==> src/rtl/core/bsfe_pkg.sv <==
// shared types, constants and codes for the byte stuffing frame encoder
`default_nettype none

package bsfe_pkg;

   // default configuration
   localparam int PREAMBLE_LEN_DEF = 8;
   localparam int QUEUE_DEPTH_DEF  = 4;

   // line codes
   localparam logic [7:0] SYNC_BYTE = 8'hA5;
   localparam logic [7:0] ESC_HI    = 8'hA6;
   localparam logic [7:0] END_BYTE  = 8'h5A;
   localparam logic [7:0] ESC_LO    = 8'h5B;
   localparam logic [7:0] ESC_SELF  = 8'h01;
   localparam logic [7:0] ESC_MARK  = 8'h02;

   // input item
   typedef struct packed {
      logic [7:0] data_byte;
      logic       frame_last;
   } req_payload_type;

   // result item
   typedef struct packed {
      logic [7:0] out_byte;
      logic       run_last;
      logic       frame_end;
   } rsp_payload_type;

   // classified item handed from front to back
   typedef struct packed {
      logic       preamble;
      logic       escape;
      logic [7:0] first_byte;
      logic [7:0] second_byte;
      logic       last;
   } cmd_type;

   // back end sequencer steps
   typedef enum logic [2:0] {
      PH_NEW,
      PH_PRE,
      PH_FIRST,
      PH_SECOND,
      PH_END
   } phase_type;

endpackage

`default_nettype wire

==> src/rtl/core/bsfe_front.sv <==
// front end: accepts input items, tracks frame state and classifies escapes
`default_nettype none

module bsfe_front (
   input  wire logic                     clock,
   input  wire logic                     reset,
   input  wire logic                     req_push,
   output logic                          req_full,
   input  wire bsfe_pkg::req_payload_type req_data,
   input  wire logic                     queue_full,
   output logic                          queue_push,
   output bsfe_pkg::cmd_type             queue_cmd
);
   import bsfe_pkg::*;

   logic in_frame_ff;
   logic in_frame_in;

   // accept handshake
   assign req_full   = queue_full;
   assign queue_push = req_push && !queue_full;

   // escape decode
   always_comb begin
      queue_cmd.preamble    = !in_frame_ff;
      queue_cmd.last        = req_data.frame_last;
      queue_cmd.escape      = 1'b1;
      queue_cmd.first_byte  = req_data.data_byte;
      queue_cmd.second_byte = ESC_MARK;
      unique case (req_data.data_byte)
         SYNC_BYTE: begin
            queue_cmd.first_byte  = ESC_HI;
            queue_cmd.second_byte = ESC_MARK;
         end
         ESC_HI: begin
            queue_cmd.first_byte  = ESC_HI;
            queue_cmd.second_byte = ESC_SELF;
         end
         END_BYTE: begin
            queue_cmd.first_byte  = ESC_LO;
            queue_cmd.second_byte = ESC_MARK;
         end
         ESC_LO: begin
            queue_cmd.first_byte  = ESC_LO;
            queue_cmd.second_byte = ESC_SELF;
         end
         default: begin
            queue_cmd.escape = 1'b0;
         end
      endcase
   end

   // frame state: set by an accepted item that does not close its frame, cleared by one that does
   always_comb begin
      in_frame_in = in_frame_ff;
      if (queue_push) begin
         in_frame_in = !req_data.frame_last;
      end
   end

   always_ff @(posedge clock) begin
      if (reset) begin
         in_frame_ff <= 1'b0;
      end else begin
         in_frame_ff <= in_frame_in;
      end
   end

endmodule

`default_nettype wire

==> src/rtl/core/bsfe_queue.sv <==
// short queue of classified items between front and back end
`default_nettype none

module bsfe_queue #(
   parameter int QUEUE_DEPTH = bsfe_pkg::QUEUE_DEPTH_DEF
) (
   input  wire logic             clock,
   input  wire logic             reset,
   input  wire logic             push,
   input  wire bsfe_pkg::cmd_type push_cmd,
   output logic                  full,
   input  wire logic             pop,
   output logic                  head_valid,
   output bsfe_pkg::cmd_type     head_cmd
);
   import bsfe_pkg::*;

   localparam int PTR_W = (QUEUE_DEPTH > 1) ? $clog2(QUEUE_DEPTH) : 1;
   localparam int CNT_W = $clog2(QUEUE_DEPTH + 1);

   cmd_type            slot_ff [QUEUE_DEPTH];
   logic [PTR_W-1:0]   wr_ptr_ff, wr_ptr_in;
   logic [PTR_W-1:0]   rd_ptr_ff, rd_ptr_in;
   logic [CNT_W-1:0]   count_ff, count_in;
   logic               do_push, do_pop;

   assign full       = (count_ff == CNT_W'(QUEUE_DEPTH));
   assign head_valid = (count_ff != '0);
   assign head_cmd   = slot_ff[rd_ptr_ff];
   assign do_push    = push && !full;
   assign do_pop     = pop && head_valid;

   // pointer and fill count update
   always_comb begin
      wr_ptr_in = wr_ptr_ff;
      rd_ptr_in = rd_ptr_ff;
      count_in  = count_ff;
      if (do_push) begin
         wr_ptr_in = (wr_ptr_ff == PTR_W'(QUEUE_DEPTH - 1)) ? '0 : wr_ptr_ff + 1'b1;
      end
      if (do_pop) begin
         rd_ptr_in = (rd_ptr_ff == PTR_W'(QUEUE_DEPTH - 1)) ? '0 : rd_ptr_ff + 1'b1;
      end
      if (do_push && !do_pop) begin
         count_in = count_ff + 1'b1;
      end else if (do_pop && !do_push) begin
         count_in = count_ff - 1'b1;
      end
   end

   always_ff @(posedge clock) begin
      if (reset) begin
         wr_ptr_ff <= '0;
         rd_ptr_ff <= '0;
         count_ff  <= '0;
      end else begin
         wr_ptr_ff <= wr_ptr_in;
         rd_ptr_ff <= rd_ptr_in;
         count_ff  <= count_in;
      end
   end

   // storage
   always_ff @(posedge clock) begin
      if (do_push) begin
         slot_ff[wr_ptr_ff] <= push_cmd;
      end
   end

endmodule

`default_nettype wire

==> src/rtl/core/bsfe_back.sv <==
// back end: steps through preamble, data and escape bytes and end marker into the output register
`default_nettype none

module bsfe_back #(
   parameter int PREAMBLE_LEN = bsfe_pkg::PREAMBLE_LEN_DEF
) (
   input  wire logic                 clock,
   input  wire logic                 reset,
   input  wire logic                 head_valid,
   input  wire bsfe_pkg::cmd_type    head_cmd,
   output logic                      head_pop,
   output logic                      rsp_empty,
   input  wire logic                 rsp_pop,
   output bsfe_pkg::rsp_payload_type rsp_data
);
   import bsfe_pkg::*;

   localparam int PRE_W = (PREAMBLE_LEN > 1) ? $clog2(PREAMBLE_LEN) : 1;

   phase_type        phase_ff, phase_in, cur_phase;
   logic [PRE_W-1:0] pre_cnt_ff, pre_cnt_in;
   logic             rsp_valid_ff, rsp_valid_in;
   rsp_payload_type  rsp_data_ff, rsp_data_in;
   logic             out_free, step, done;

   // one result byte per cycle while an item waits and the output register frees up
   assign out_free  = !rsp_valid_ff || rsp_pop;
   assign step      = head_valid && out_free;
   assign head_pop  = step && done;
   assign rsp_empty = !rsp_valid_ff;
   assign rsp_data  = rsp_data_ff;

   // step sequencer
   always_comb begin
      cur_phase = phase_ff;
      if (phase_ff == PH_NEW) begin
         cur_phase = head_cmd.preamble ? PH_PRE : PH_FIRST;
      end
      phase_in              = phase_ff;
      pre_cnt_in            = pre_cnt_ff;
      done                  = 1'b0;
      rsp_data_in.out_byte  = SYNC_BYTE;
      rsp_data_in.run_last  = 1'b0;
      rsp_data_in.frame_end = 1'b0;
      unique case (cur_phase)
         PH_PRE: begin
            rsp_data_in.out_byte = SYNC_BYTE;
            if (pre_cnt_ff == PRE_W'(PREAMBLE_LEN - 1)) begin
               pre_cnt_in = '0;
               phase_in   = PH_FIRST;
            end else begin
               pre_cnt_in = pre_cnt_ff + 1'b1;
               phase_in   = PH_PRE;
            end
         end
         PH_FIRST: begin
            rsp_data_in.out_byte = head_cmd.first_byte;
            if (head_cmd.escape) begin
               phase_in = PH_SECOND;
            end else if (head_cmd.last) begin
               phase_in = PH_END;
            end else begin
               done                 = 1'b1;
               rsp_data_in.run_last = 1'b1;
               phase_in             = PH_NEW;
            end
         end
         PH_SECOND: begin
            rsp_data_in.out_byte = head_cmd.second_byte;
            if (head_cmd.last) begin
               phase_in = PH_END;
            end else begin
               done                 = 1'b1;
               rsp_data_in.run_last = 1'b1;
               phase_in             = PH_NEW;
            end
         end
         PH_END: begin
            rsp_data_in.out_byte  = END_BYTE;
            rsp_data_in.run_last  = 1'b1;
            rsp_data_in.frame_end = 1'b1;
            done                  = 1'b1;
            phase_in              = PH_NEW;
         end
         default: begin
            phase_in = PH_NEW;
         end
      endcase
   end

   // output register valid
   always_comb begin
      rsp_valid_in = rsp_valid_ff;
      if (step) begin
         rsp_valid_in = 1'b1;
      end else if (rsp_pop) begin
         rsp_valid_in = 1'b0;
      end
   end

   always_ff @(posedge clock) begin
      if (reset) begin
         phase_ff     <= PH_NEW;
         pre_cnt_ff   <= '0;
         rsp_valid_ff <= 1'b0;
      end else begin
         if (step) begin
            phase_ff   <= phase_in;
            pre_cnt_ff <= pre_cnt_in;
         end
         rsp_valid_ff <= rsp_valid_in;
      end
   end

   // output payload
   always_ff @(posedge clock) begin
      if (step) begin
         rsp_data_ff <= rsp_data_in;
      end
   end

endmodule

`default_nettype wire

==> src/rtl/core/byte_stuffing_frame_encoder.sv <==
// top level of the byte stuffing frame encoder
// an accepted item is written into the queue; its first result byte is then registered in the output register
// one result byte per cycle while the output register is free; an item gives 1 or 2 bytes, plus PREAMBLE_LEN
//   sync bytes when it opens a frame and an end byte when it closes one
// input side takes a new item every cycle until the QUEUE_DEPTH entry queue fills
// synchronous reset empties queue and output register and returns to between frames
`default_nettype none

module byte_stuffing_frame_encoder #(
   parameter int PREAMBLE_LEN = bsfe_pkg::PREAMBLE_LEN_DEF,
   parameter int QUEUE_DEPTH  = bsfe_pkg::QUEUE_DEPTH_DEF
) (
   input  wire logic                      clock,
   input  wire logic                      reset,
   input  wire logic                      req_push,
   output logic                           req_full,
   input  wire bsfe_pkg::req_payload_type req_data,
   output logic                           rsp_empty,
   input  wire logic                      rsp_pop,
   output bsfe_pkg::rsp_payload_type      rsp_data
);
   import bsfe_pkg::*;

   logic    queue_full, queue_push, head_valid, head_pop;
   cmd_type queue_cmd, head_cmd;

   // accept and classify
   bsfe_front u_front (
      .clock      (clock),
      .reset      (reset),
      .req_push   (req_push),
      .req_full   (req_full),
      .req_data   (req_data),
      .queue_full (queue_full),
      .queue_push (queue_push),
      .queue_cmd  (queue_cmd)
   );

   // decoupling queue
   bsfe_queue #(
      .QUEUE_DEPTH (QUEUE_DEPTH)
   ) u_queue (
      .clock      (clock),
      .reset      (reset),
      .push       (queue_push),
      .push_cmd   (queue_cmd),
      .full       (queue_full),
      .pop        (head_pop),
      .head_valid (head_valid),
      .head_cmd   (head_cmd)
   );

   // byte sequencer and output register
   bsfe_back #(
      .PREAMBLE_LEN (PREAMBLE_LEN)
   ) u_back (
      .clock      (clock),
      .reset      (reset),
      .head_valid (head_valid),
      .head_cmd   (head_cmd),
      .head_pop   (head_pop),
      .rsp_empty  (rsp_empty),
      .rsp_pop    (rsp_pop),
      .rsp_data   (rsp_data)
   );

endmodule

`default_nettype wire

==> config.mk <==
export PLATFORM = sky130hd
export DESIGN_NAME = byte_stuffing_frame_encoder
export DESIGN_NICKNAME = d
export VERILOG_FILES = /design/src/rtl/core/bsfe_pkg.sv /design/src/rtl/core/bsfe_front.sv /design/src/rtl/core/bsfe_queue.sv /design/src/rtl/core/bsfe_back.sv /design/src/rtl/core/byte_stuffing_frame_encoder.sv
export SDC_FILE = /design/constraint.sdc
export NUM_CORES = 1
export LEC_CHECK = 0
export ABC_AREA = 1
export ABC_CLOCK_PERIOD_IN_PS = 2600
export BUFFER_PORTS_ARGS = -buffer_cell sky130_fd_sc_hd__buf_2
export CAP_MARGIN = 10
export CORE_AREA = 2 2 95 97
export DETAILED_ROUTE_END_ITERATION = 12
export DIE_AREA = 0 0 97 99
export PLACE_DENSITY = 0.59
export SYNTH_ARGS = -nofsm -noshare
export SYNTH_HDL_FRONTEND = slang
export SYNTH_SLANG_ARGS = --single-unit
==> constraint.sdc <==
create_clock -name clock -period 2.6 [get_ports clock]
set_clock_uncertainty 0.2 [all_clocks]
set_input_delay 0.26 -clock clock [delete_from_list [all_inputs] [get_ports clock]]
set_output_delay 0.26 -clock clock [all_outputs]
set_load 0.1 [all_outputs]
==> flow_results.xml <==
<?xml version="1.0" encoding="UTF-8"?>
<metrics>
  <group name="yosys">
    <metric name="synth_top_cell_by_area" unit="">sky130_fd_sc_hd__edfxtp_1</metric>
    <metric name="gate_count_after_technology_mapping" unit="">318</metric>
    <metric name="synthesized_area_per_cell" unit="um2">10.6</metric>
    <metric name="syn-cell-area" unit="um2">3380</metric>
    <metric name="synth.top_cell.area_share" unit="">0.552</metric>
    <metric name="number_of_enable_flip_flop_cells_after_synthesis" unit="">62</metric>
    <metric name="postSynth.asyncResetShare" unit="">0</metric>
    <metric name="synthDistinctLibCells" unit="">30</metric>
    <metric name="syn-num-nets" unit="">340</metric>
    <metric name="synth.yosys.warnings" unit="">0</metric>
    <metric name="synth_seq_area_share" unit="">0.652</metric>
    <metric name="synth-main-ff-cell" unit="">sky130_fd_sc_hd__edfxtp_1</metric>
    <metric name="synth_seq_cells" unit="">79</metric>
    <metric name="synthTopCellsByArea" unit="">sky130_fd_sc_hd__edfxtp_1 55%, sky130_fd_sc_hd__dfxtp_1 10%, sky130_fd_sc_hd__nand2_1 6.7%</metric>
  </group>
  <group name="detailed_routing">
    <metric name="drt_pass1_iterations" unit="">4</metric>
    <metric name="via_count" unit="">2236</metric>
    <metric name="drt_drc_violations_left" unit="">0</metric>
    <metric name="routed_via_density" unit="">4.76</metric>
    <metric name="detail_route.iter0.violations" unit="">76</metric>
    <metric name="antenna_violating_nets_left" unit="">0</metric>
    <metric name="routed_wl" unit="mm">6.18</metric>
    <metric name="post_drt_wl_per_cell" unit="um">13.1</metric>
  </group>
  <group name="floorplanning">
    <metric name="die_area" unit="um2">9600</metric>
    <metric name="row_count" unit="">34</metric>
    <metric name="pin_count" unit="">25</metric>
    <metric name="die_h" unit="um">99</metric>
    <metric name="initial_core_util" unit="">0.395</metric>
    <metric name="chipWidth" unit="um">97</metric>
    <metric name="placeableCoreArea" unit="um2">8550</metric>
  </group>
  <group name="clock_network">
    <metric name="clock-root-buffer" unit="">sky130_fd_sc_hd__clkbuf_8</metric>
    <metric name="post-cts-setup-buffers" unit="">0</metric>
    <metric name="clock-sinks" unit="">79</metric>
    <metric name="cts_tree" unit="">done</metric>
    <metric name="clockBufferDepth" unit="">2</metric>
    <metric name="clk_transition_reported_paths" unit="ns">0.09</metric>
    <metric name="worst_skew_pair.late_latency" unit="ns">0.35</metric>
    <metric name="cts.htree.levels" unit="">3</metric>
    <metric name="numCtsBuffers" unit="">9</metric>
  </group>
  <group name="setup_path">
    <metric name="critical_path_required" unit="ns">2.64</metric>
    <metric name="worst-endpoint-arrival" unit="ns">2.42</metric>
    <metric name="critical_path.max_fanout" unit="">9</metric>
    <metric name="timing.critical_path.to_type" unit="">flop</metric>
    <metric name="kind_of_launch_point_of_the_worst_setup_path" unit="">flop</metric>
    <metric name="ws_path_type" unit="">flop to flop</metric>
  </group>
  <group name="power_and_ir_drop">
    <metric name="powerDensity" unit="nW/um2">1200</metric>
    <metric name="leakagePower" unit="nW">1.57</metric>
    <metric name="vdd_ir_drop_max" unit="mV">0.348</metric>
  </group>
  <group name="sta">
    <metric name="fin_hold_ws" unit="ns">0.0715</metric>
    <metric name="unrepaired_setup_endpoints_after_global_routing" unit="">no</metric>
    <metric name="max_slew_margin" unit="">0.674</metric>
    <metric name="post-route-period-util" unit="">0.915</metric>
    <metric name="report.final.hold_viol_count" unit="">0</metric>
    <metric name="worst_slew_pin_slew" unit="ns">0.492</metric>
    <metric name="final-max-slew-violation-count" unit="">0</metric>
    <metric name="totalNegativeSetupSlack" unit="ns">0</metric>
    <metric name="final.min_clock_period" unit="ns">2.38</metric>
    <metric name="setup_viol" unit="">0</metric>
    <metric name="clock.fmax" unit="GHz">0.420</metric>
  </group>
  <group name="global_routing">
    <metric name="grt_max_degree" unit="">19</metric>
    <metric name="global_route.overflow_total" unit="">0</metric>
    <metric name="first_pass_grt_wire_length" unit="mm">10.4</metric>
    <metric name="number_of_antenna_violations_at_the_first_check_in_global_routing" unit="">0</metric>
    <metric name="first_global_vias" unit="">2152</metric>
    <metric name="groute.usage.overall" unit="">0.138</metric>
  </group>
  <group name="finish">
    <metric name="fillerInstances" unit="">797</metric>
    <metric name="seq_area" unit="um2">2200</metric>
    <metric name="post_route_cells_drive_above_1_share" unit="">0.185</metric>
    <metric name="areaGrowthSynthToFinish" unit="%">18.0</metric>
    <metric name="diodes" unit="">0</metric>
    <metric name="multi_input_comb_area" unit="um2">985</metric>
    <metric name="nNetsFinal" unit="">379</metric>
  </group>
  <group name="status">
    <metric name="run_status" unit="">finished clean</metric>
  </group>
  <group name="placed_design">
    <metric name="routabilityCongestion" unit="">0.790</metric>
    <metric name="place.port_buffers" unit="">24</metric>
    <metric name="detailed_place_hpwl" unit="mm">4.26</metric>
  </group>
  <group name="min_path">
    <metric name="hold_path_class" unit="">input pin to flop</metric>
    <metric name="timing.hold.worst.start" unit="">rsp_pop</metric>
  </group>
  <group name="job">
    <metric name="max-cap-violations" unit="">0</metric>
  </group>
</metrics>
-- what timing repair did --
action                                 in CTS  in global routing
hold buffers                                8                  0
endpoints found under the hold margin      30                  0
gates resized for setup                     0                  1
setup endpoints to repair                   0                  1
-- cells in the mapped netlist, types with 3 or more instances --
| library cell | n |
|---|---|
| sky130_fd_sc_hd__nor3_1 | 6 |
| sky130_fd_sc_hd__dfxtp_1 | 17 |
| sky130_fd_sc_hd__buf_2 | 3 |
| sky130_fd_sc_hd__clkbuf_1 | 10 |
| sky130_fd_sc_hd__edfxtp_1 | 62 |
| sky130_fd_sc_hd__o22ai_1 | 3 |
| sky130_fd_sc_hd__inv_1 | 36 |
| sky130_fd_sc_hd__nand3_1 | 22 |
| sky130_fd_sc_hd__nand2_1 | 60 |
| sky130_fd_sc_hd__nor2_1 | 23 |
| sky130_fd_sc_hd__ha_1 | 8 |
| sky130_fd_sc_hd__a21oi_1 | 22 |
| sky130_fd_sc_hd__o21ai_0 | 26 |
-- worst max-delay path, cell delays in order (launching register included) --
cell and delay [ns]:
sky130_fd_sc_hd__dfxtp_2 0.35, sky130_fd_sc_hd__inv_2 0.13, sky130_fd_sc_hd__nand2_1 0.07, sky130_fd_sc_hd__nand3_1 0.08, sky130_fd_sc_hd__nand2_2 0.08, sky130_fd_sc_hd__a21oi_2 0.17, sky130_fd_sc_hd__o21ai_4 0.10, sky130_fd_sc_hd__nand2_2 0.08
sky130_fd_sc_hd__ha_1 0.13, sky130_fd_sc_hd__inv_1 0.07, sky130_fd_sc_hd__fa_1 0.39, sky130_fd_sc_hd__a21oi_1 0.15, sky130_fd_sc_hd__o21ai_1 0.09, sky130_fd_sc_hd__o21ai_1 0.13, sky130_fd_sc_hd__a21oi_1 0.05
-- worst paths after layout --
check	end	depth (start not counted)	slack (ns)
max	u_queue.count_ff[2]	14	0.22
min	u_back.rsp_valid_ff	4	0.07
max reg2reg	u_queue.count_ff[2]	14	0.22
min reg2reg	u_back.pre_cnt_ff[1]	2	0.27
-- cell families after synthesis --
logic type	count (synthesis)	synth area share
compound gates	57	0.0945
flops	79	0.652
fa+ha+maj	9	0.0356
xor+xnor	1	0.00259
simple gates	119	0.153
buf+inv	53	0.0623
-- layout by cell type, fill, tap and decap left out, types with 2 or more instances in the layout --
master / n
sky130_fd_sc_hd__o21ai_1: 2
sky130_fd_sc_hd__inv_2: 2
sky130_fd_sc_hd__buf_4: 10
sky130_fd_sc_hd__a21oi_1: 22
sky130_fd_sc_hd__dfxtp_2: 2
sky130_fd_sc_hd__nand3_2: 2
sky130_fd_sc_hd__nand2_1: 59
sky130_fd_sc_hd__bufinv_16: 2
sky130_fd_sc_hd__o21ai_4: 2
sky130_fd_sc_hd__clkbuf_8: 9
sky130_fd_sc_hd__inv_1: 35
sky130_fd_sc_hd__dlygate4sd3_1: 8
sky130_fd_sc_hd__nor3_1: 5
sky130_fd_sc_hd__buf_2: 24
sky130_fd_sc_hd__o22ai_1: 3
sky130_fd_sc_hd__o21ai_0: 24
sky130_fd_sc_hd__clkinv_4: 3
sky130_fd_sc_hd__edfxtp_1: 62
sky130_fd_sc_hd__clkinvlp_4: 2
sky130_fd_sc_hd__ha_1: 8
sky130_fd_sc_hd__dfxtp_1: 15
sky130_fd_sc_hd__nand3_1: 22
sky130_fd_sc_hd__nand2_2: 3
sky130_fd_sc_hd__nor2_1: 23
-- flip-flops by register name (all words and copies together), names as in the netlist, named ones only --
name                 flops
u_back.phase_ff          3
u_queue.slot_ff         52
u_queue.rd_ptr_ff        2
u_queue.wr_ptr_ff        2
u_back.rsp_valid_ff      1
u_queue.count_ff         3
u_front.in_frame_ff      1
u_back.pre_cnt_ff        3
u_back.rsp_data         10
-- cell type report --
class,count,area share
inverters,39,0.0389
flip-flops and latches,79,0.553
clock inverters,7,0.0264
multi-input cells,186,0.247
well taps,108,0.0339
clock buffers,9,0.0311
repair buffers,42,0.0691
-- where the power goes --
| group | internal, mW | switching (mW) |
|---|---|---|
| clock network | 0.553 | 0.470 |
| logic | 0.463 | 1.52 |
| registers | 1.69 | 0.108 |
-- metal layers --
layer | global-route usage | wire length [um] | share of wire
met1 | 0.186 | 2960 | 0.48
met2 | 0.216 | 2930 | 0.47
met3 | 0.0376 | 215 | 0.035
met4 | 0.0531 | 76 | 0.012
met5 | 0 | 0 | 0
-- metrics by stage --
step           power, mW   util  setup slack (ns)  cells  area (um2)
6_report            4.80  0.466             0.222    470        3980
5_1_grt             5.10  0.466            0.0410    470        3980
4_1_cts             4.83  0.466             0.174    470        3980
3_5_place_dp        3.81  0.430             0.177    446        3670
3_3_place_gp        3.78  0.430             0.228    446        3670
2_1_floorplan       3.42      -           -0.0259    318        3410
Power figures use the tool's default switching activity.
